`src/rtl/eth_arp_ipv4_rx_classifier_unit_macros.svh`:
```
// Assertion helpers shared by the classifier RTL.
`ifndef ETH_ARP_IPV4_RX_CLASSIFIER_UNIT_MACROS_SVH
`define ETH_ARP_IPV4_RX_CLASSIFIER_UNIT_MACROS_SVH

// Checks a property on every rising edge of clk outside of reset.
`define EARC_ASSERT(label, prop) \
	label: assert property (@(posedge clk) disable iff (!arst_n) (prop)) \
		else $error("classifier assertion failed");

// Checks that a condition never holds.
`define EARC_NEVER(label, cond) \
	`EARC_ASSERT(label, !(cond))

`endif

```
`src/rtl/earc_pkg.sv`:
```
package earc_pkg;

	localparam int COUNT_BITS = 11;

	typedef logic [COUNT_BITS-1:0] count_t;

	localparam count_t COUNT_MAX = {COUNT_BITS{1'b1}};

	// Byte offsets within the frame.
	localparam count_t POS_KIND_HI   = count_t'(12);
	localparam count_t POS_KIND_LO   = count_t'(13);
	localparam count_t POS_IHL       = count_t'(14);
	localparam count_t POS_OP_HI     = count_t'(20);
	localparam count_t POS_OP_LO     = count_t'(21);
	localparam count_t POS_SHA_FIRST = count_t'(22);
	localparam count_t POS_PROTO     = count_t'(23);
	localparam count_t POS_SHA_LAST  = count_t'(27);
	localparam count_t POS_SPA_FIRST = count_t'(28);
	localparam count_t POS_DST_FIRST = count_t'(30);
	localparam count_t POS_SPA_LAST  = count_t'(31);
	localparam count_t POS_DST_LAST  = count_t'(33);
	localparam count_t POS_TPA_FIRST = count_t'(38);
	localparam count_t POS_TPA_LAST  = count_t'(41);

	// Minimum lengths, written as the offset of the last byte.
	localparam count_t LAST_ETH_MIN  = count_t'(13);
	localparam count_t LAST_IPV4_MIN = count_t'(33);
	localparam count_t LAST_ARP_MIN  = count_t'(41);
	localparam count_t ICMP_HDR_SPAN = count_t'(8);

	localparam logic [15:0] KIND_ARP   = 16'h0806;
	localparam logic [15:0] KIND_IPV4  = 16'h0800;
	localparam logic [15:0] ARP_REPLY  = 16'd2;
	localparam logic [7:0]  PROTO_ICMP = 8'd1;
	localparam logic [7:0]  PROTO_UDP  = 8'd17;
	localparam logic [7:0]  ICMP_ECHO_REPLY = 8'd0;
	localparam logic [3:0]  IHL_MASK   = 4'hf;

	localparam logic [1:0] VERDICT_IGNORED = 2'd0;
	localparam logic [1:0] VERDICT_LEARNED = 2'd1;
	localparam logic [1:0] VERDICT_ICMP    = 2'd2;
	localparam logic [1:0] VERDICT_UDP     = 2'd3;

	localparam logic [1:0] REG_LOCAL   = 2'd0;
	localparam logic [1:0] REG_GATEWAY = 2'd1;

	localparam logic [31:0] LOCAL_RESET   = 32'h0a00_020f;
	localparam logic [31:0] GATEWAY_RESET = 32'h0a00_0202;

	typedef struct packed {
		logic [7:0] frame_byte;
		logic       last_byte;
	} rx_item_t;

	typedef struct packed {
		logic [1:0]  verdict;
		logic [47:0] learned_mac;
		logic        learned_valid;
	} rx_result_t;

	// Octet k of an address, octet 0 being the most significant.
	function automatic logic [7:0] addr_octet(input logic [31:0] addr, input logic [1:0] k);
		logic [7:0] o;
		unique case (k)
			2'd0: o = addr[31:24];
			2'd1: o = addr[23:16];
			2'd2: o = addr[15:8];
			default: o = addr[7:0];
		endcase
		return o;
	endfunction

endpackage

```
`src/rtl/earc_in_reg.sv`:
```
module earc_in_reg (
	input  logic                clk,
	input  logic                arst_n,
	input  logic                in_valid,
	output logic                in_ready,
	input  logic [7:0]          frame_byte,
	input  logic                last_byte,
	input  logic                take,
	output logic                valid_s1,
	output earc_pkg::rx_item_t  item_s1
);
	import earc_pkg::*;

	assign in_ready = !valid_s1 || take;

	always_ff @(posedge clk or negedge arst_n) begin
		if (!arst_n) begin
			valid_s1 <= 1'b0;
		end else if (in_valid && in_ready) begin
			valid_s1 <= 1'b1;
		end else if (take) begin
			valid_s1 <= 1'b0;
		end
	end

	always_ff @(posedge clk) begin
		if (in_valid && in_ready) begin
			item_s1.frame_byte <= frame_byte;
			item_s1.last_byte  <= last_byte;
		end
	end

endmodule

```
`src/rtl/earc_parse.sv`:
```
module earc_parse (
	input  logic                 clk,
	input  logic                 arst_n,
	input  logic                 take,
	input  earc_pkg::rx_item_t   item,
	input  logic [31:0]          local_addr,
	input  logic [31:0]          gateway_addr,
	output earc_pkg::rx_result_t result
);
	import earc_pkg::*;

	count_t      byte_count_q;
	logic [15:0] ether_kind_q, ether_kind_n;
	logic [15:0] arp_op_q, arp_op_n;
	logic [47:0] sender_mac_q, sender_mac_n;
	logic        sender_gw_q, sender_gw_n;
	logic        target_local_q, target_local_n;
	logic        dest_local_q, dest_local_n;
	logic [5:0]  header_bytes_q, header_bytes_n;
	logic [7:0]  protocol_q, protocol_n;
	logic [7:0]  icmp_kind_q, icmp_kind_n;
	logic [47:0] gateway_mac_q;
	logic        gateway_known_q;

	count_t      pos;
	logic [7:0]  b;
	logic        arp_hit;
	count_t      hdr_last, icmp_last;

	assign pos = byte_count_q;
	assign b   = item.frame_byte;

	always_comb begin
		ether_kind_n = ether_kind_q;
		if (pos == POS_KIND_HI || pos == POS_KIND_LO) begin
			ether_kind_n = {ether_kind_q[7:0], b};
		end
		arp_op_n = arp_op_q;
		if (pos == POS_OP_HI || pos == POS_OP_LO) begin
			arp_op_n = {arp_op_q[7:0], b};
		end
		sender_mac_n = sender_mac_q;
		if (pos >= POS_SHA_FIRST && pos <= POS_SHA_LAST) begin
			sender_mac_n = {sender_mac_q[39:0], b};
		end
		// The address windows start on 28, 30 and 38, so the octet index follows
		// from the low two bits of the offset.
		sender_gw_n = sender_gw_q;
		if (pos >= POS_SPA_FIRST && pos <= POS_SPA_LAST &&
			b != addr_octet(gateway_addr, pos[1:0])) begin
			sender_gw_n = 1'b0;
		end
		target_local_n = target_local_q;
		if (pos >= POS_TPA_FIRST && pos <= POS_TPA_LAST &&
			b != addr_octet(local_addr, pos[1:0] - 2'd2)) begin
			target_local_n = 1'b0;
		end
		dest_local_n = dest_local_q;
		if (pos >= POS_DST_FIRST && pos <= POS_DST_LAST &&
			b != addr_octet(local_addr, pos[1:0] - 2'd2)) begin
			dest_local_n = 1'b0;
		end
		header_bytes_n = header_bytes_q;
		if (pos == POS_IHL) begin
			header_bytes_n = {b[3:0] & IHL_MASK, 2'b00};
		end
		protocol_n = protocol_q;
		if (pos == POS_PROTO) begin
			protocol_n = b;
		end
		icmp_kind_n = icmp_kind_q;
		if (pos == POS_IHL + count_t'(header_bytes_n)) begin
			icmp_kind_n = b;
		end
	end

	assign hdr_last  = LAST_ETH_MIN + count_t'(header_bytes_n);
	assign icmp_last = hdr_last + ICMP_HDR_SPAN;

	assign arp_hit = pos >= LAST_ARP_MIN && ether_kind_n == KIND_ARP &&
		arp_op_n == ARP_REPLY && sender_gw_n && target_local_n;

	always_comb begin
		result.verdict = VERDICT_IGNORED;
		priority if (pos < LAST_ETH_MIN) begin
			result.verdict = VERDICT_IGNORED;
		end else if (ether_kind_n == KIND_ARP && pos >= LAST_ARP_MIN) begin
			if (arp_hit) begin
				result.verdict = VERDICT_LEARNED;
			end
		end else if (ether_kind_n == KIND_IPV4 && pos >= LAST_IPV4_MIN &&
			dest_local_n && pos >= hdr_last) begin
			if (protocol_n == PROTO_ICMP) begin
				if (pos >= icmp_last && icmp_kind_n == ICMP_ECHO_REPLY) begin
					result.verdict = VERDICT_ICMP;
				end
			end else if (protocol_n == PROTO_UDP) begin
				result.verdict = VERDICT_UDP;
			end
		end else begin
			result.verdict = VERDICT_IGNORED;
		end
		result.learned_mac   = arp_hit ? sender_mac_n : gateway_mac_q;
		result.learned_valid = arp_hit || gateway_known_q;
	end

	always_ff @(posedge clk or negedge arst_n) begin
		if (!arst_n) begin
			gateway_mac_q   <= '0;
			gateway_known_q <= 1'b0;
		end else if (take && item.last_byte && arp_hit) begin
			gateway_mac_q   <= sender_mac_n;
			gateway_known_q <= 1'b1;
		end
	end

	always_ff @(posedge clk or negedge arst_n) begin
		if (!arst_n) begin
			byte_count_q   <= '0;
			ether_kind_q   <= '0;
			arp_op_q       <= '0;
			sender_mac_q   <= '0;
			sender_gw_q    <= 1'b1;
			target_local_q <= 1'b1;
			dest_local_q   <= 1'b1;
			header_bytes_q <= '0;
			protocol_q     <= '0;
			icmp_kind_q    <= '1;
		end else if (take) begin
			if (item.last_byte) begin
				byte_count_q   <= '0;
				ether_kind_q   <= '0;
				arp_op_q       <= '0;
				sender_mac_q   <= '0;
				sender_gw_q    <= 1'b1;
				target_local_q <= 1'b1;
				dest_local_q   <= 1'b1;
				header_bytes_q <= '0;
				protocol_q     <= '0;
				icmp_kind_q    <= '1;
			end else begin
				if (byte_count_q != COUNT_MAX) begin
					byte_count_q <= byte_count_q + count_t'(1);
				end
				ether_kind_q   <= ether_kind_n;
				arp_op_q       <= arp_op_n;
				sender_mac_q   <= sender_mac_n;
				sender_gw_q    <= sender_gw_n;
				target_local_q <= target_local_n;
				dest_local_q   <= dest_local_n;
				header_bytes_q <= header_bytes_n;
				protocol_q     <= protocol_n;
				icmp_kind_q    <= icmp_kind_n;
			end
		end
	end

endmodule

```
`src/rtl/eth_arp_ipv4_rx_classifier_unit.sv`:
```
// Channel   Handshake                Payload
// input     in_valid / in_ready      frame_byte, last_byte
// output    out_valid / out_ready    verdict, learned_mac, learned_valid
// config    cfg_we (no wait)         cfg_index, cfg_data
//
// One byte per cycle sustained unless a final byte waits on a held verdict. A byte is parsed
// in the cycle after its transfer into the input register, and a final byte's verdict is
// loaded into the output register when that byte moves on, which raises out_valid.
// Reset clears the frame state, the learned gateway MAC and both addresses to
// their defaults. A held verdict stalls only a final byte in the input register, and
// the input behind it; other bytes move on regardless of the output.
`include "eth_arp_ipv4_rx_classifier_unit_macros.svh"

module eth_arp_ipv4_rx_classifier_unit (
	input  logic        clk,
	input  logic        arst_n,
	input  logic        in_valid,
	output logic        in_ready,
	input  logic [7:0]  frame_byte,
	input  logic        last_byte,
	output logic        out_valid,
	input  logic        out_ready,
	output logic [1:0]  verdict,
	output logic [47:0] learned_mac,
	output logic        learned_valid,
	input  logic        cfg_we,
	input  logic [1:0]  cfg_index,
	input  logic [31:0] cfg_data
);
	import earc_pkg::*;

	logic       valid_s1;
	rx_item_t   item_s1;
	rx_result_t result;
	logic       take;
	logic [31:0] local_addr_q, gateway_addr_q;

	always_ff @(posedge clk or negedge arst_n) begin
		if (!arst_n) begin
			local_addr_q   <= LOCAL_RESET;
			gateway_addr_q <= GATEWAY_RESET;
		end else if (cfg_we) begin
			unique case (cfg_index)
				REG_LOCAL:   local_addr_q   <= cfg_data;
				REG_GATEWAY: gateway_addr_q <= cfg_data;
				default: ;
			endcase
		end
	end

	// A final byte moves on only when the output register is free this cycle.
	assign take = valid_s1 && (!item_s1.last_byte || !out_valid || out_ready);

	earc_in_reg u_in_reg (
		.clk        (clk),
		.arst_n     (arst_n),
		.in_valid   (in_valid),
		.in_ready   (in_ready),
		.frame_byte (frame_byte),
		.last_byte  (last_byte),
		.take       (take),
		.valid_s1   (valid_s1),
		.item_s1    (item_s1)
	);

	earc_parse u_parse (
		.clk          (clk),
		.arst_n       (arst_n),
		.take         (take),
		.item         (item_s1),
		.local_addr   (local_addr_q),
		.gateway_addr (gateway_addr_q),
		.result       (result)
	);

	always_ff @(posedge clk or negedge arst_n) begin
		if (!arst_n) begin
			out_valid <= 1'b0;
		end else if (take && item_s1.last_byte) begin
			out_valid <= 1'b1;
		end else if (out_ready) begin
			out_valid <= 1'b0;
		end
	end

	always_ff @(posedge clk) begin
		if (take && item_s1.last_byte) begin
			verdict       <= result.verdict;
			learned_mac   <= result.learned_mac;
			learned_valid <= result.learned_valid;
		end
	end

	`EARC_NEVER(a_learned_sets_valid, out_valid && verdict == VERDICT_LEARNED && !learned_valid)
	`EARC_ASSERT(a_known_sticks, (out_valid && learned_valid) |=> (!out_valid || learned_valid))
	`EARC_NEVER(a_no_overwrite, take && item_s1.last_byte && out_valid && !out_ready)

endmodule

```
`config.mk`:
```
export PLATFORM = sky130hd
export DESIGN_NAME = eth_arp_ipv4_rx_classifier_unit
export DESIGN_NICKNAME = d
export VERILOG_FILES = /design/src/rtl/earc_pkg.sv /design/src/rtl/earc_in_reg.sv /design/src/rtl/earc_parse.sv /design/src/rtl/eth_arp_ipv4_rx_classifier_unit.sv
export VERILOG_INCLUDE_DIRS = /design/src /design/src/rtl
export SDC_FILE = /design/constraint.sdc
export NUM_CORES = 1
export LEC_CHECK = 0
export ABC_AREA = 1
export BUFFER_PORTS_ARGS = -buffer_cell sky130_fd_sc_hd__buf_2
export CAP_MARGIN = 15
export CORE_MARGIN = 2
export CORE_UTILIZATION = 43
export CTS_BUF_LIST = sky130_fd_sc_hd__clkbuf_4 sky130_fd_sc_hd__clkbuf_8
export CTS_CLUSTER_SIZE = 8
export DETAILED_ROUTE_END_ITERATION = 8
export GPL_ROUTABILITY_DRIVEN = 0
export GPL_TIMING_DRIVEN = 0
export PLACE_DENSITY_LB_ADDON = 0.3
export SLEW_MARGIN = 20
export SYNTH_ARGS = -nofsm -noshare
export SYNTH_HDL_FRONTEND = slang
export SYNTH_SLANG_ARGS = --single-unit
```
`constraint.sdc`:
```
create_clock -name clk -period 7.5 [get_ports clk]
set_input_delay 1.125 -clock clk [delete_from_list [all_inputs] [get_ports clk]]
set_output_delay 1.125 -clock clk [all_outputs]
set_load 0.005 [all_outputs]
```
==> results.json, run 1 <==
{
  "critPathTopFamily": "simple AND/OR/NAND/NOR gates",
  "r2r-end": "verdict[1]",
  "globalRouteOverflowTotal": 0,
  "report.final.setup_viol": 0,
  "hold_slack_ns": 0.407,
  "syn-instance-count": 1734,
  "grt_pass1_wl_um": 63100,
  "rows": 66,
  "post-route-util_pct": 50.6,
  "clk_skew_ns": 0.0207,
  "topRoutingLayerUsed": "met4",
  "detail_route.iter0.violations": 1129,
  "pin_count": 101,
  "timing.hold.worst.class": "primary input to async pin",
  "crit_required_ns": 7.85,
  "crit_path_max_incr_delay_ns": 0.43,
  "netlist.area_leader.share_pct": 36.5,
  "insertion_delay_ns": 0.61,
  "netlist-cell-type-count": 43,
  "final_nets": 1957,
  "clk_root_buffer_cell": "sky130_fd_sc_hd__clkbuf_8",
  "synth.top_cells.by_area": "sky130_fd_sc_hd__dfrtp_1, sky130_fd_sc_hd__edfxtp_1, sky130_fd_sc_hd__nand2_1, sky130_fd_sc_hd__inv_1, sky130_fd_sc_hd__o21ai_0",
  "criticalPathCategory": "flop to flop",
  "max_transition_margin_pct": 53.1,
  "crit_fanout": 10,
  "clock_path_buffers": 3,
  "detailedRoute.firstPassIterationCount": 6,
  "start_kind": "flop",
  "max_cap_violations": 0,
  "synth-edff-count": 60,
  "cp_num_buf_inv": 4,
  "final_wirelength_um": 38300,
  "synth_area_leader": "sky130_fd_sc_hd__dfrtp_1",
  "drive_gt1_share_pct": 13.6,
  "floorplan.initialDensity_pct": 43.9,
  "post-synth-top-count-cell": "sky130_fd_sc_hd__nand2_1",
  "cpMaxStageDelayCell": "sky130_fd_sc_hd__dfrtp_1",
  "synthToLayoutAreaGrowth_pct": 15.2,
  "ir_worst_vdd_mv": 0.146,
  "placedInstanceArea_mm2": 0.0155,
  "fin_crit_sh_pct": 68.7,
  "yosysWarningCount": 0,
  "synthesis.nets": 1802,
  "total_standard_cell_area_after_synthesis_mm2": 0.0143,
  "detail_route.vias_per_cell": 5.30,
  "ff2ff_path_depth": 24,
  "final.setup.tns_ns": 0,
  "core_region_area_mm2": 0.0327,
  "synth-async-reset-ratio_pct": 79.4,
  "power_density_mw_per_mm2": 222,
  "min_tclk_post_route_ns": 5.15,
  "cts-buffers-inserted": 50,
  "route.layer.met1.wl_um": 17100,
  "wl_met3_um": 2480,
  "tritoncts_num_sinks": 291,
  "postSynth.topFlopCell": "sky130_fd_sc_hd__dfrtp_1",
  "ys_top_cells_by_count": "sky130_fd_sc_hd__nand2_1, sky130_fd_sc_hd__inv_1, sky130_fd_sc_hd__dfrtp_1, sky130_fd_sc_hd__o21ai_0, sky130_fd_sc_hd__nor2_1",
  "synth_seq_cells": 291,
  "grtUsageTotal_pct": 22.2,
  "vias": 12563,
  "cts.reportedPaths.clkPinSlew_ns": 0.06,
  "first_global_vias": 12355,
  "die_area_mm2": 0.0348,
  "synth_sequential_area_ratio_pct": 53.0,
  "detailroute.wirelength.met2_um": 17400,
  "cts_tree": "built",
  "antenna_violations_before_repair": 0,
  "antenna-diode-count": 0,
  "post-route-cell-area_mm2": 0.0165,
  "postCtsSetupRepairBufs": 0,
  "path_cells": "inv_1 -> ha_1 -> buf_4 -> buf_2 -> nand3_1 -> nor2_1 -> nand2_1 -> nand2_1 -> inv_1 -> ha_1 -> or2_2 -> xor2_1 -> ha_1 -> xor2_1 -> ha_1 -> nand2_1 -> o21a_1 -> o21ai_0 -> nor3_1 -> nor2_1 -> nand4_1 -> nor2_1 -> nand3_1 -> nand2_1",
  "route.antenna.remaining_nets": 0,
  "regToRegSetupSlack_ns": 2.35,
  "status": "completed",
  "power_leakage_nw": 8.32,
  "fmax_mhz": 194,
  "worst_r2r_startpoint": "u_parse.byte_count_q[0]",
  "hold_viol_final": 0,
  "critPathArrivalTime_ns": 5.51,
  "dieHeight_um": 187,
  "slew_viol_final": 0,
  "wire_per_inst_um": 16.1,
  "detailed_place_hpwl_um": 26700,
  "remaining_drc_errors": 0,
  "floorplan.die.width_um": 187,
  "synthesis.area_per_instance_um2": 8.27,
  "cts_hold_buf": 0,
  "io_buffers": 100,
  "category_of_the_worst_setup_path_capture_point": "flop",
  "cts-htree-levels": 2,
  "worst_slew_pin_slew_ns": 0.700,
  "grt_setup_unrepaired": "no",
  "fillCellCount": 3167,
  "maximum_number_of_pins_on_one_net_before_global_route_repair": 98,
  "cts_repair_resized_insts": 0,
  "dp_slack_ns": 2.41,
  "fin_ws_ns": 2.35
}
[metal layers]
| layer | up-vias | track usage [%] |
|---|---|---|
| li1 | 6024 | - |
| met1 | 5993 | 30.9 |
| met2 | 453 | 34.7 |
| met3 | 93 | 3.67 |
| met4 | 0 | 8.58 |
| met5 | - | 0 |
[worst register-to-register path, delay by kind of cell, from the launching register on]
family | cells | cell delay, ns
flops | 1 | 0.43
buf+inv | 4 | 0.79
compound gates | 2 | 0.19
fa+ha+maj | 4 | 0.91
xor+xnor | 2 | 0.42
simple gates | 12 | 2.17
[layout by cell type (no fill, tap or decap), types with 4 or more instances in the layout]
| cell type | netlist | final |
|---|---|---|
| sky130_fd_sc_hd__nand2_1 | 451 | 451 |
| sky130_fd_sc_hd__clkinv_1 | 2 | 10 |
| sky130_fd_sc_hd__dfstp_2 | 22 | 22 |
| sky130_fd_sc_hd__clkbuf_4 | 0 | 24 |
| sky130_fd_sc_hd__or2_2 | 8 | 8 |
| sky130_fd_sc_hd__clkbuf_8 | 0 | 53 |
| sky130_fd_sc_hd__nand4_1 | 69 | 69 |
| sky130_fd_sc_hd__nor2_1 | 99 | 99 |
| sky130_fd_sc_hd__buf_2 | 16 | 116 |
| sky130_fd_sc_hd__inv_1 | 232 | 232 |
| sky130_fd_sc_hd__a21boi_0 | 7 | 7 |
| sky130_fd_sc_hd__edfxtp_1 | 60 | 60 |
| sky130_fd_sc_hd__nor3_1 | 9 | 9 |
| sky130_fd_sc_hd__ha_1 | 20 | 20 |
| sky130_fd_sc_hd__dfrtp_1 | 209 | 209 |
| sky130_fd_sc_hd__o22ai_1 | 80 | 80 |
| sky130_fd_sc_hd__o21ai_0 | 124 | 124 |
| sky130_fd_sc_hd__xor2_1 | 14 | 14 |
| sky130_fd_sc_hd__buf_4 | 8 | 8 |
| sky130_fd_sc_hd__o21ai_1 | 60 | 60 |
| sky130_fd_sc_hd__clkbuf_1 | 62 | 62 |
| sky130_fd_sc_hd__buf_6 | 7 | 7 |
| sky130_fd_sc_hd__a21oi_1 | 67 | 67 |
| sky130_fd_sc_hd__nand3_1 | 67 | 67 |
| sky130_fd_sc_hd__o21a_1 | 4 | 4 |
[sequential cells by signal (all words and copies together) (netlist names)]
| register | cells |
|---|---|
| u_parse.ether_kind_q | 16 |
| u_parse.arp_op_q | 16 |
| u_parse.sender_mac_q | 48 |
| gateway_addr_q | 32 |
| out_valid | 1 |
| local_addr_q | 32 |
| u_parse.header_bytes_q | 6 |
| u_parse.byte_count_q | 11 |
| learned_valid | 1 |
| learned_mac | 48 |
| u_parse.gateway_known_q | 1 |
| u_parse.protocol_q | 8 |
| verdict | 2 |
| u_parse.dest_local_q | 1 |
| u_parse.gateway_mac_q | 48 |
| u_in_reg.item_s1 | 9 |
| u_parse.sender_gw_q | 1 |
| u_in_reg.valid_s1 | 1 |
| u_parse.target_local_q | 1 |
| u_parse.icmp_kind_q | 8 |
[worst max-delay path by stage]
stage                                        from                         to  slack [ns]  cells after the start
after CTS                 u_parse.byte_count_q[0]                 verdict[1]        2.42                     24
after detailed placement  u_parse.byte_count_q[0]                 verdict[1]        2.41                     24
after floorplan           u_parse.byte_count_q[0]                 verdict[1]        3.44                     24
after global routing      u_parse.byte_count_q[0]                 verdict[1]        1.90                     24
final                     u_parse.byte_count_q[0]                 verdict[1]        2.35                     24
after global placement                     arst_n  u_parse.gateway_mac_q[29]        1.15                      1
[kinds of logic (layout without fill, tap and decap cells)]
logic type               after synthesis  after routing  synth area share (%)
AND/OR/NAND/NOR                      721            721                  21.4
AO/OA/AOI/OAI                        354            354                  13.5
buffers and inverters                332            528                  9.40
flip-flops                           291            291                  53.0
adder cells (fa/ha/maj)               20             20                  1.74
XOR/XNOR                              16             16                 0.977
[cell type report]
type	instances	area (µm²)	share of cell area, %
plain buffers	96	464	2.81
clock buffers	77	910	5.50
clock inverters	16	138	0.832
inverters	236	886	5.36
multi-input cells	1111	5390	32.6
flip-flops and latches	291	7610	46.0
well taps	442	553	3.34
repair buffers	103	586	3.54
[metrics by stage]
stage	cells	total power [mW]
3_3_place_gp	2276	2.17
5_1_grt	2372	3.81
3_5_place_dp	2279	2.18
6_report	2372	3.66
2_1_floorplan	1734	2.01
4_1_cts	2372	3.68
[where the power goes]
group	internal [mW]	switching, mW
logic	0.127	0.275
registers	1.70	0.0556
clock network	0.845	0.659
Power figures use the tool's default switching activity.
==> run 2, diff against run 1 <==
==> constraint.sdc (replaced) <==
create_clock -name clk -period 4.9 [get_ports clk]
set_input_delay 0.735 -clock clk [delete_from_list [all_inputs] [get_ports clk]]
set_output_delay 0.735 -clock clk [all_outputs]
set_load 0.005 [all_outputs]
==> results.json, run 2 (synthesized netlist as in run 1, its figures left out) <==
{
  "status": "completed",
  "final.setup.tns_ns": 0,
  "dieHeight_um": 187,
  "floorplan.initialDensity_pct": 43.9,
  "reg_top3": "learned_mac: 48 flops, u_parse.gateway_mac_q: 48 flops, u_parse.sender_mac_q: 48 flops",
  "pin_count": 101,
  "max_transition_margin_pct": 53.3,
  "fin_ws_ns": 0.413,
  "core_region_area_mm2": 0.0327,
  "floorplan.die.width_um": 187,
  "globalRouteOverflowTotal": 0,
  "route.antenna.remaining_nets": 0,
  "grt_pass1_wl_um": 63200,
  "grtUsageTotal_pct": 22.2,
  "clk_skew_ns": 0.0184,
  "clk_root_buffer_cell": "sky130_fd_sc_hd__clkbuf_8",
  "fmax_mhz": 223,
  "antenna-diode-count": 0,
  "cts_tree": "built",
  "critPathArrivalTime_ns": 4.95,
  "most-common-layout-cells": "sky130_fd_sc_hd__nand2_1, sky130_fd_sc_hd__inv_1, sky130_fd_sc_hd__dfrtp_1",
  "start_kind": "flop",
  "maximum_number_of_pins_on_one_net_before_global_route_repair": 98,
  "report.final.setup_viol": 0,
  "final_nets": 1956,
  "timing.hold.worst.class": "primary input to async pin",
  "ir_worst_vdd_mv": 0.224,
  "min_tclk_post_route_ns": 4.49,
  "hold_viol_final": 0,
  "category_of_the_worst_setup_path_capture_point": "flop",
  "cts_hold_buf": 0,
  "fin_crit_sh_pct": 91.6,
  "detailedRoute.firstPassIterationCount": 7,
  "final_wirelength_um": 38300,
  "drive_gt1_share_pct": 13.8,
  "mostFrequentLayoutCell": "sky130_fd_sc_hd__nand2_1",
  "detail_route.vias_per_cell": 5.31,
  "worst_slew_pin_slew_ns": 0.698,
  "insertion_delay_ns": 0.61,
  "first_global_vias": 12364,
  "detail_route.iter0.violations": 1017,
  "antenna_violations_before_repair": 0,
  "detailed_place_hpwl_um": 26700,
  "wire_per_inst_um": 16.1,
  "clock_path_buffers": 3,
  "cts.reportedPaths.clkPinSlew_ns": 0.06,
  "criticalPathCategory": "flop to flop",
  "report.power.total_mw": 5.60,
  "dp_slack_ns": -0.186,
  "rows": 66,
  "io_buffers": 100,
  "die_area_mm2": 0.0348,
  "max_cap_violations": 0,
  "cts-buffers-inserted": 50,
  "synthToLayoutAreaGrowth_pct": 15.4,
  "remaining_drc_errors": 0,
  "hold_slack_ns": 0.0237,
  "tritoncts_num_sinks": 291,
  "cts-htree-levels": 2,
  "power_density_mw_per_mm2": 338,
  "slew_viol_final": 0,
  "crit_required_ns": 5.36,
  "crit_fanout": 17,
  "vias": 12600,
  "power_leakage_nw": 8.31,
  "grt_setup_unrepaired": "no"
}
run 2: power by group:
group / internal (mW) / switching [mW]
clock network: 1.29 / 1.00
logic: 0.195 / 0.422
registers: 2.60 / 0.0854
total: 4.09 / 1.51
run 2: area by class of cell:
| type | instances | area [µm²] |
|---|---|---|
| clock inverters | 16 | 138 |
| fillers | 3167 | 16100 |
| inverters | 236 | 886 |
| plain buffers | 95 | 463 |
| well taps | 442 | 553 |
| clock buffers | 77 | 910 |
| multi-input cells | 1111 | 5420 |
| flip-flops and latches | 291 | 7610 |
| repair buffers | 103 | 586 |
run 2: path summary, 6_finish.rpt:
check,from,to,slack [ns],depth (start not counted)
worst max-delay path,u_parse.byte_count_q[0],verdict[1],0.41,23
worst min-delay path,arst_n,local_addr_q[19],0.02,1
worst max register to register,u_parse.byte_count_q[0],verdict[1],0.41,23
worst min register to register,u_parse.gateway_known_q,u_parse.gateway_known_q,0.45,2
max in group asynchronous,arst_n,u_parse.gateway_mac_q[21],4.04,2
min in group clk,frame_byte[3],u_in_reg.item_s1[4],0.30,1
run 2: per-stage QoR:
| stage | utilization [%] | std cells | cell area (µm²) |
|---|---|---|---|
| 2_1_floorplan | - | 1734 | 14300 |
| 3_3_place_gp | 47.1 | 2276 | 15400 |
| 3_5_place_dp | 47.4 | 2279 | 15500 |
| 4_1_cts | 50.6 | 2372 | 16500 |
| 5_1_grt | 50.6 | 2371 | 16600 |
| 6_report | 50.6 | 2371 | 16600 |
run 2: per-layer routing:
metal / vias up / part of all wire [%] / GRT usage, %
li1: 6029 / - / -
met1: 5985 / 44 / 30.9
met2: 493 / 45 / 34.7
met3: 93 / 6.8 / 3.65
met4: 0 / 3.5 / 8.58
met5: - / 0 / 0
run 2: worst max-delay path, stage by stage, from the launching register on:
cell and delay [ns]:
sky130_fd_sc_hd__dfrtp_1 0.44, sky130_fd_sc_hd__inv_2 0.17, sky130_fd_sc_hd__ha_1 0.19, sky130_fd_sc_hd__buf_6 0.19, sky130_fd_sc_hd__nand3_1 0.16, sky130_fd_sc_hd__nor2_4 0.22
sky130_fd_sc_hd__nand2_1 0.18, sky130_fd_sc_hd__nand2_2 0.19, sky130_fd_sc_hd__inv_1 0.09, sky130_fd_sc_hd__ha_1 0.21, sky130_fd_sc_hd__or2_2 0.33, sky130_fd_sc_hd__xor2_2 0.17
sky130_fd_sc_hd__ha_1 0.22, sky130_fd_sc_hd__xor2_1 0.16, sky130_fd_sc_hd__ha_1 0.31, sky130_fd_sc_hd__nand2_1 0.09, sky130_fd_sc_hd__o21a_1 0.18, sky130_fd_sc_hd__o21ai_0 0.19
sky130_fd_sc_hd__nor3_2 0.10, sky130_fd_sc_hd__nor2_1 0.11, sky130_fd_sc_hd__nand4_1 0.10, sky130_fd_sc_hd__nor2_1 0.13, sky130_fd_sc_hd__nand3_1 0.14, sky130_fd_sc_hd__nand2_1 0.09
run 2: timing repair:
| item | CTS | global route |
|---|---|---|
| gates cloned | 0 | 0 |
| setup endpoints to repair | 1 | 1 |
| gates resized for setup | 3 | 5 |
| setup buffers | 0 | 0 |
==> run 3, diff against run 2 <==
--- a/config.mk
+++ b/config.mk
@@ -7,7 +7,7 @@
 export NUM_CORES = 1
 export LEC_CHECK = 0
 export ABC_AREA = 1
-export BUFFER_PORTS_ARGS = -buffer_cell sky130_fd_sc_hd__buf_2
+export BUFFER_PORTS_ARGS = -buffer_cell sky130_fd_sc_hd__buf_4
 export CAP_MARGIN = 15
 export CORE_MARGIN = 2
 export CORE_UTILIZATION = 43
@@ -16,6 +16,7 @@
 export DETAILED_ROUTE_END_ITERATION = 8
 export GPL_ROUTABILITY_DRIVEN = 0
 export GPL_TIMING_DRIVEN = 0
+export HOLD_SLACK_MARGIN = 0.1
 export PLACE_DENSITY_LB_ADDON = 0.3
 export SLEW_MARGIN = 20
 export SYNTH_ARGS = -nofsm -noshare
==> constraint.sdc (replaced) <==
create_clock -name clk -period 4.6 [get_ports clk]
set_input_delay 0.69 -clock clk [delete_from_list [all_inputs] [get_ports clk]]
set_output_delay 0.69 -clock clk [all_outputs]
set_load 0.005 [all_outputs]
==> results.json, run 3 (synthesized netlist as in run 1, its figures left out) <==
{
  "status": "completed",
  "cts-buffers-inserted": 49,
  "category_of_the_worst_setup_path_capture_point": "flop",
  "layout.cells.non_filler": 2374,
  "crit_fanout": 17,
  "first_global_vias": 12459,
  "final_nets": 1960,
  "cts_tree": "built",
  "start_kind": "flop",
  "most-common-layout-cells": "sky130_fd_sc_hd__nand2_1, sky130_fd_sc_hd__inv_1, sky130_fd_sc_hd__dfrtp_1",
  "criticalPathCategory": "flop to flop",
  "detail_route.iter0.violations": 1022,
  "hold_slack_ns": 0.269,
  "fin_crit_sh_pct": 94.6,
  "insertion_delay_ns": 0.60,
  "max_cap_violations": 0,
  "clock_path_buffers": 3,
  "power_density_mw_per_mm2": 354,
  "remaining_drc_errors": 0,
  "ir_worst_vdd_mv": 0.215,
  "worst_slew_pin_slew_ns": 0.732,
  "final_wirelength_um": 38300,
  "detail_route.vias_per_cell": 5.26,
  "crit_required_ns": 5.05,
  "cts.reportedPaths.clkPinSlew_ns": 0.07,
  "mostFrequentLayoutCell": "sky130_fd_sc_hd__nand2_1",
  "timing.hold.worst.class": "primary input to flop",
  "route.antenna.remaining_nets": 0,
  "maximum_number_of_pins_on_one_net_before_global_route_repair": 64,
  "detailed_place_hpwl_um": 26900,
  "post-route-cell-area_mm2": 0.0169,
  "clk_root_buffer_cell": "sky130_fd_sc_hd__clkbuf_8",
  "clk_skew_ns": 0.0355,
  "synthToLayoutAreaGrowth_pct": 17.6,
  "post-route-util_pct": 51.6,
  "placedCellCount": 2280,
  "cts-htree-levels": 2,
  "floorplan.die.width_um": 187,
  "globalRouteOverflowTotal": 0,
  "hold_viol_final": 0,
  "io_buffers": 100,
  "min_tclk_post_route_ns": 4.35,
  "die_area_mm2": 0.0348,
  "grt_pass1_wl_um": 63400,
  "report.final.setup_viol": 0,
  "drive_gt1_share_pct": 14.2,
  "reg_top3": "learned_mac: 48 flops, u_parse.gateway_mac_q: 48 flops, u_parse.sender_mac_q: 48 flops",
  "dieHeight_um": 187,
  "placedInstanceArea_mm2": 0.0158,
  "grtUsageTotal_pct": 22.2,
  "power_leakage_nw": 8.43,
  "slew_viol_final": 0,
  "fmax_mhz": 230,
  "core_region_area_mm2": 0.0327,
  "antenna_violations_before_repair": 0,
  "vias": 12490,
  "max_transition_margin_pct": 51.2,
  "fillCellCount": 3137,
  "antenna-diode-count": 0,
  "critPathArrivalTime_ns": 4.80,
  "wire_per_inst_um": 16.1,
  "pin_count": 101,
  "rows": 66,
  "tritoncts_num_sinks": 291,
  "detailedRoute.firstPassIterationCount": 6,
  "floorplan.initialDensity_pct": 43.9
}
## run 3: cell types whose count changed in the layout (fill, tap and decap cells not counted), moves of 2 or more
| cell | before | now |
|---|---|---|
| sky130_fd_sc_hd__buf_2 | 115 | 16 |
| sky130_fd_sc_hd__clkbuf_4 | 24 | 21 |
| sky130_fd_sc_hd__clkinv_1 | 10 | 5 |
| sky130_fd_sc_hd__buf_4 | 7 | 109 |
| sky130_fd_sc_hd__clkbuf_8 | 53 | 59 |
| sky130_fd_sc_hd__bufinv_16 | 2 | 0 |
## run 3: final timing paths
| kind | start | slack (ns) | depth (start not counted) | endpoint |
|---|---|---|---|---|
| min reg2reg | u_parse.gateway_known_q | 0.45 | 2 | u_parse.gateway_known_q |
| max reg2reg | u_parse.byte_count_q[0] | 0.25 | 23 | verdict[1] |
| max | u_parse.byte_count_q[0] | 0.25 | 23 | verdict[1] |
| min | frame_byte[3] | 0.27 | 1 | u_in_reg.item_s1[4] |
| max in group asynchronous | arst_n | 2.92 | 4 | u_parse.icmp_kind_q[4] |
| min in group asynchronous | arst_n | 0.60 | 2 | gateway_addr_q[17] |
## run 3: through the flow
stage	total power, mW	setup TNS, ns	worst slack, ns
floorplan	3.27	0	0.541
global placement	3.55	-36.26	-0.614
detailed placement	3.58	-0.531	-0.531
CTS	6.00	0	0.0457
global route	6.23	-0.0140	-0.0140
finish	5.97	0	0.250
## run 3: where the power goes
group	total, mW	internal (mW)	switching (mW)
Clock	2.43	1.34	1.08
Combinational	0.678	0.232	0.446
Sequential	2.86	2.77	0.0924
Total	5.97	4.34	1.62
## run 3: final cells by class
| class | count | area (µm²) | share of cell area [%] |
|---|---|---|---|
| flip-flops and latches | 291 | 7610 | 45.1 |
| multi-input cells | 1111 | 5420 | 32.1 |
| clock buffers | 80 | 970 | 5.75 |
| repair buffers | 108 | 893 | 5.30 |
| inverters | 236 | 888 | 5.27 |
| well taps | 442 | 553 | 3.28 |
| plain buffers | 95 | 463 | 2.74 |
| clock inverters | 11 | 72.6 | 0.430 |
## run 3: critical path, stage by stage, from the launching register on
cell	delay, ns
sky130_fd_sc_hd__dfrtp_2	0.46
sky130_fd_sc_hd__inv_4	0.11
sky130_fd_sc_hd__ha_1	0.17
sky130_fd_sc_hd__buf_6	0.19
sky130_fd_sc_hd__nand3_1	0.17
sky130_fd_sc_hd__nor2_4	0.18
sky130_fd_sc_hd__nand2_2	0.14
sky130_fd_sc_hd__nand2_4	0.15
sky130_fd_sc_hd__inv_1	0.08
sky130_fd_sc_hd__ha_1	0.20
sky130_fd_sc_hd__or2_2	0.34
sky130_fd_sc_hd__xor2_2	0.18
sky130_fd_sc_hd__ha_1	0.22
sky130_fd_sc_hd__xor2_1	0.17
sky130_fd_sc_hd__ha_1	0.31
sky130_fd_sc_hd__nand2_1	0.07
sky130_fd_sc_hd__o21a_1	0.18
sky130_fd_sc_hd__o21ai_0	0.22
sky130_fd_sc_hd__nor3_2	0.10
sky130_fd_sc_hd__nor2_1	0.11
sky130_fd_sc_hd__nand4_1	0.10
sky130_fd_sc_hd__nor2_1	0.13
sky130_fd_sc_hd__nand3_1	0.13
sky130_fd_sc_hd__nand2_1	0.10
## run 3: repair_timing
action | in CTS | in global routing
cloned | 0 | 0
endpoints found under the setup margin | 1 | 1
resized for setup | 5 | 6
hold endpoints to repair | 47 | 0
hold buffers | 1 | 0
pin swaps | 0 | 1
buffers inserted | 0 | 3
## run 3: metal layers
layer	wire, µm	part of all wire, %	global-route usage (%)
met1	17500	46	31.1
met2	17300	45	34.9
met3	2590	6.8	4.16
met4	976	2.5	7.33
met5	0	0	0
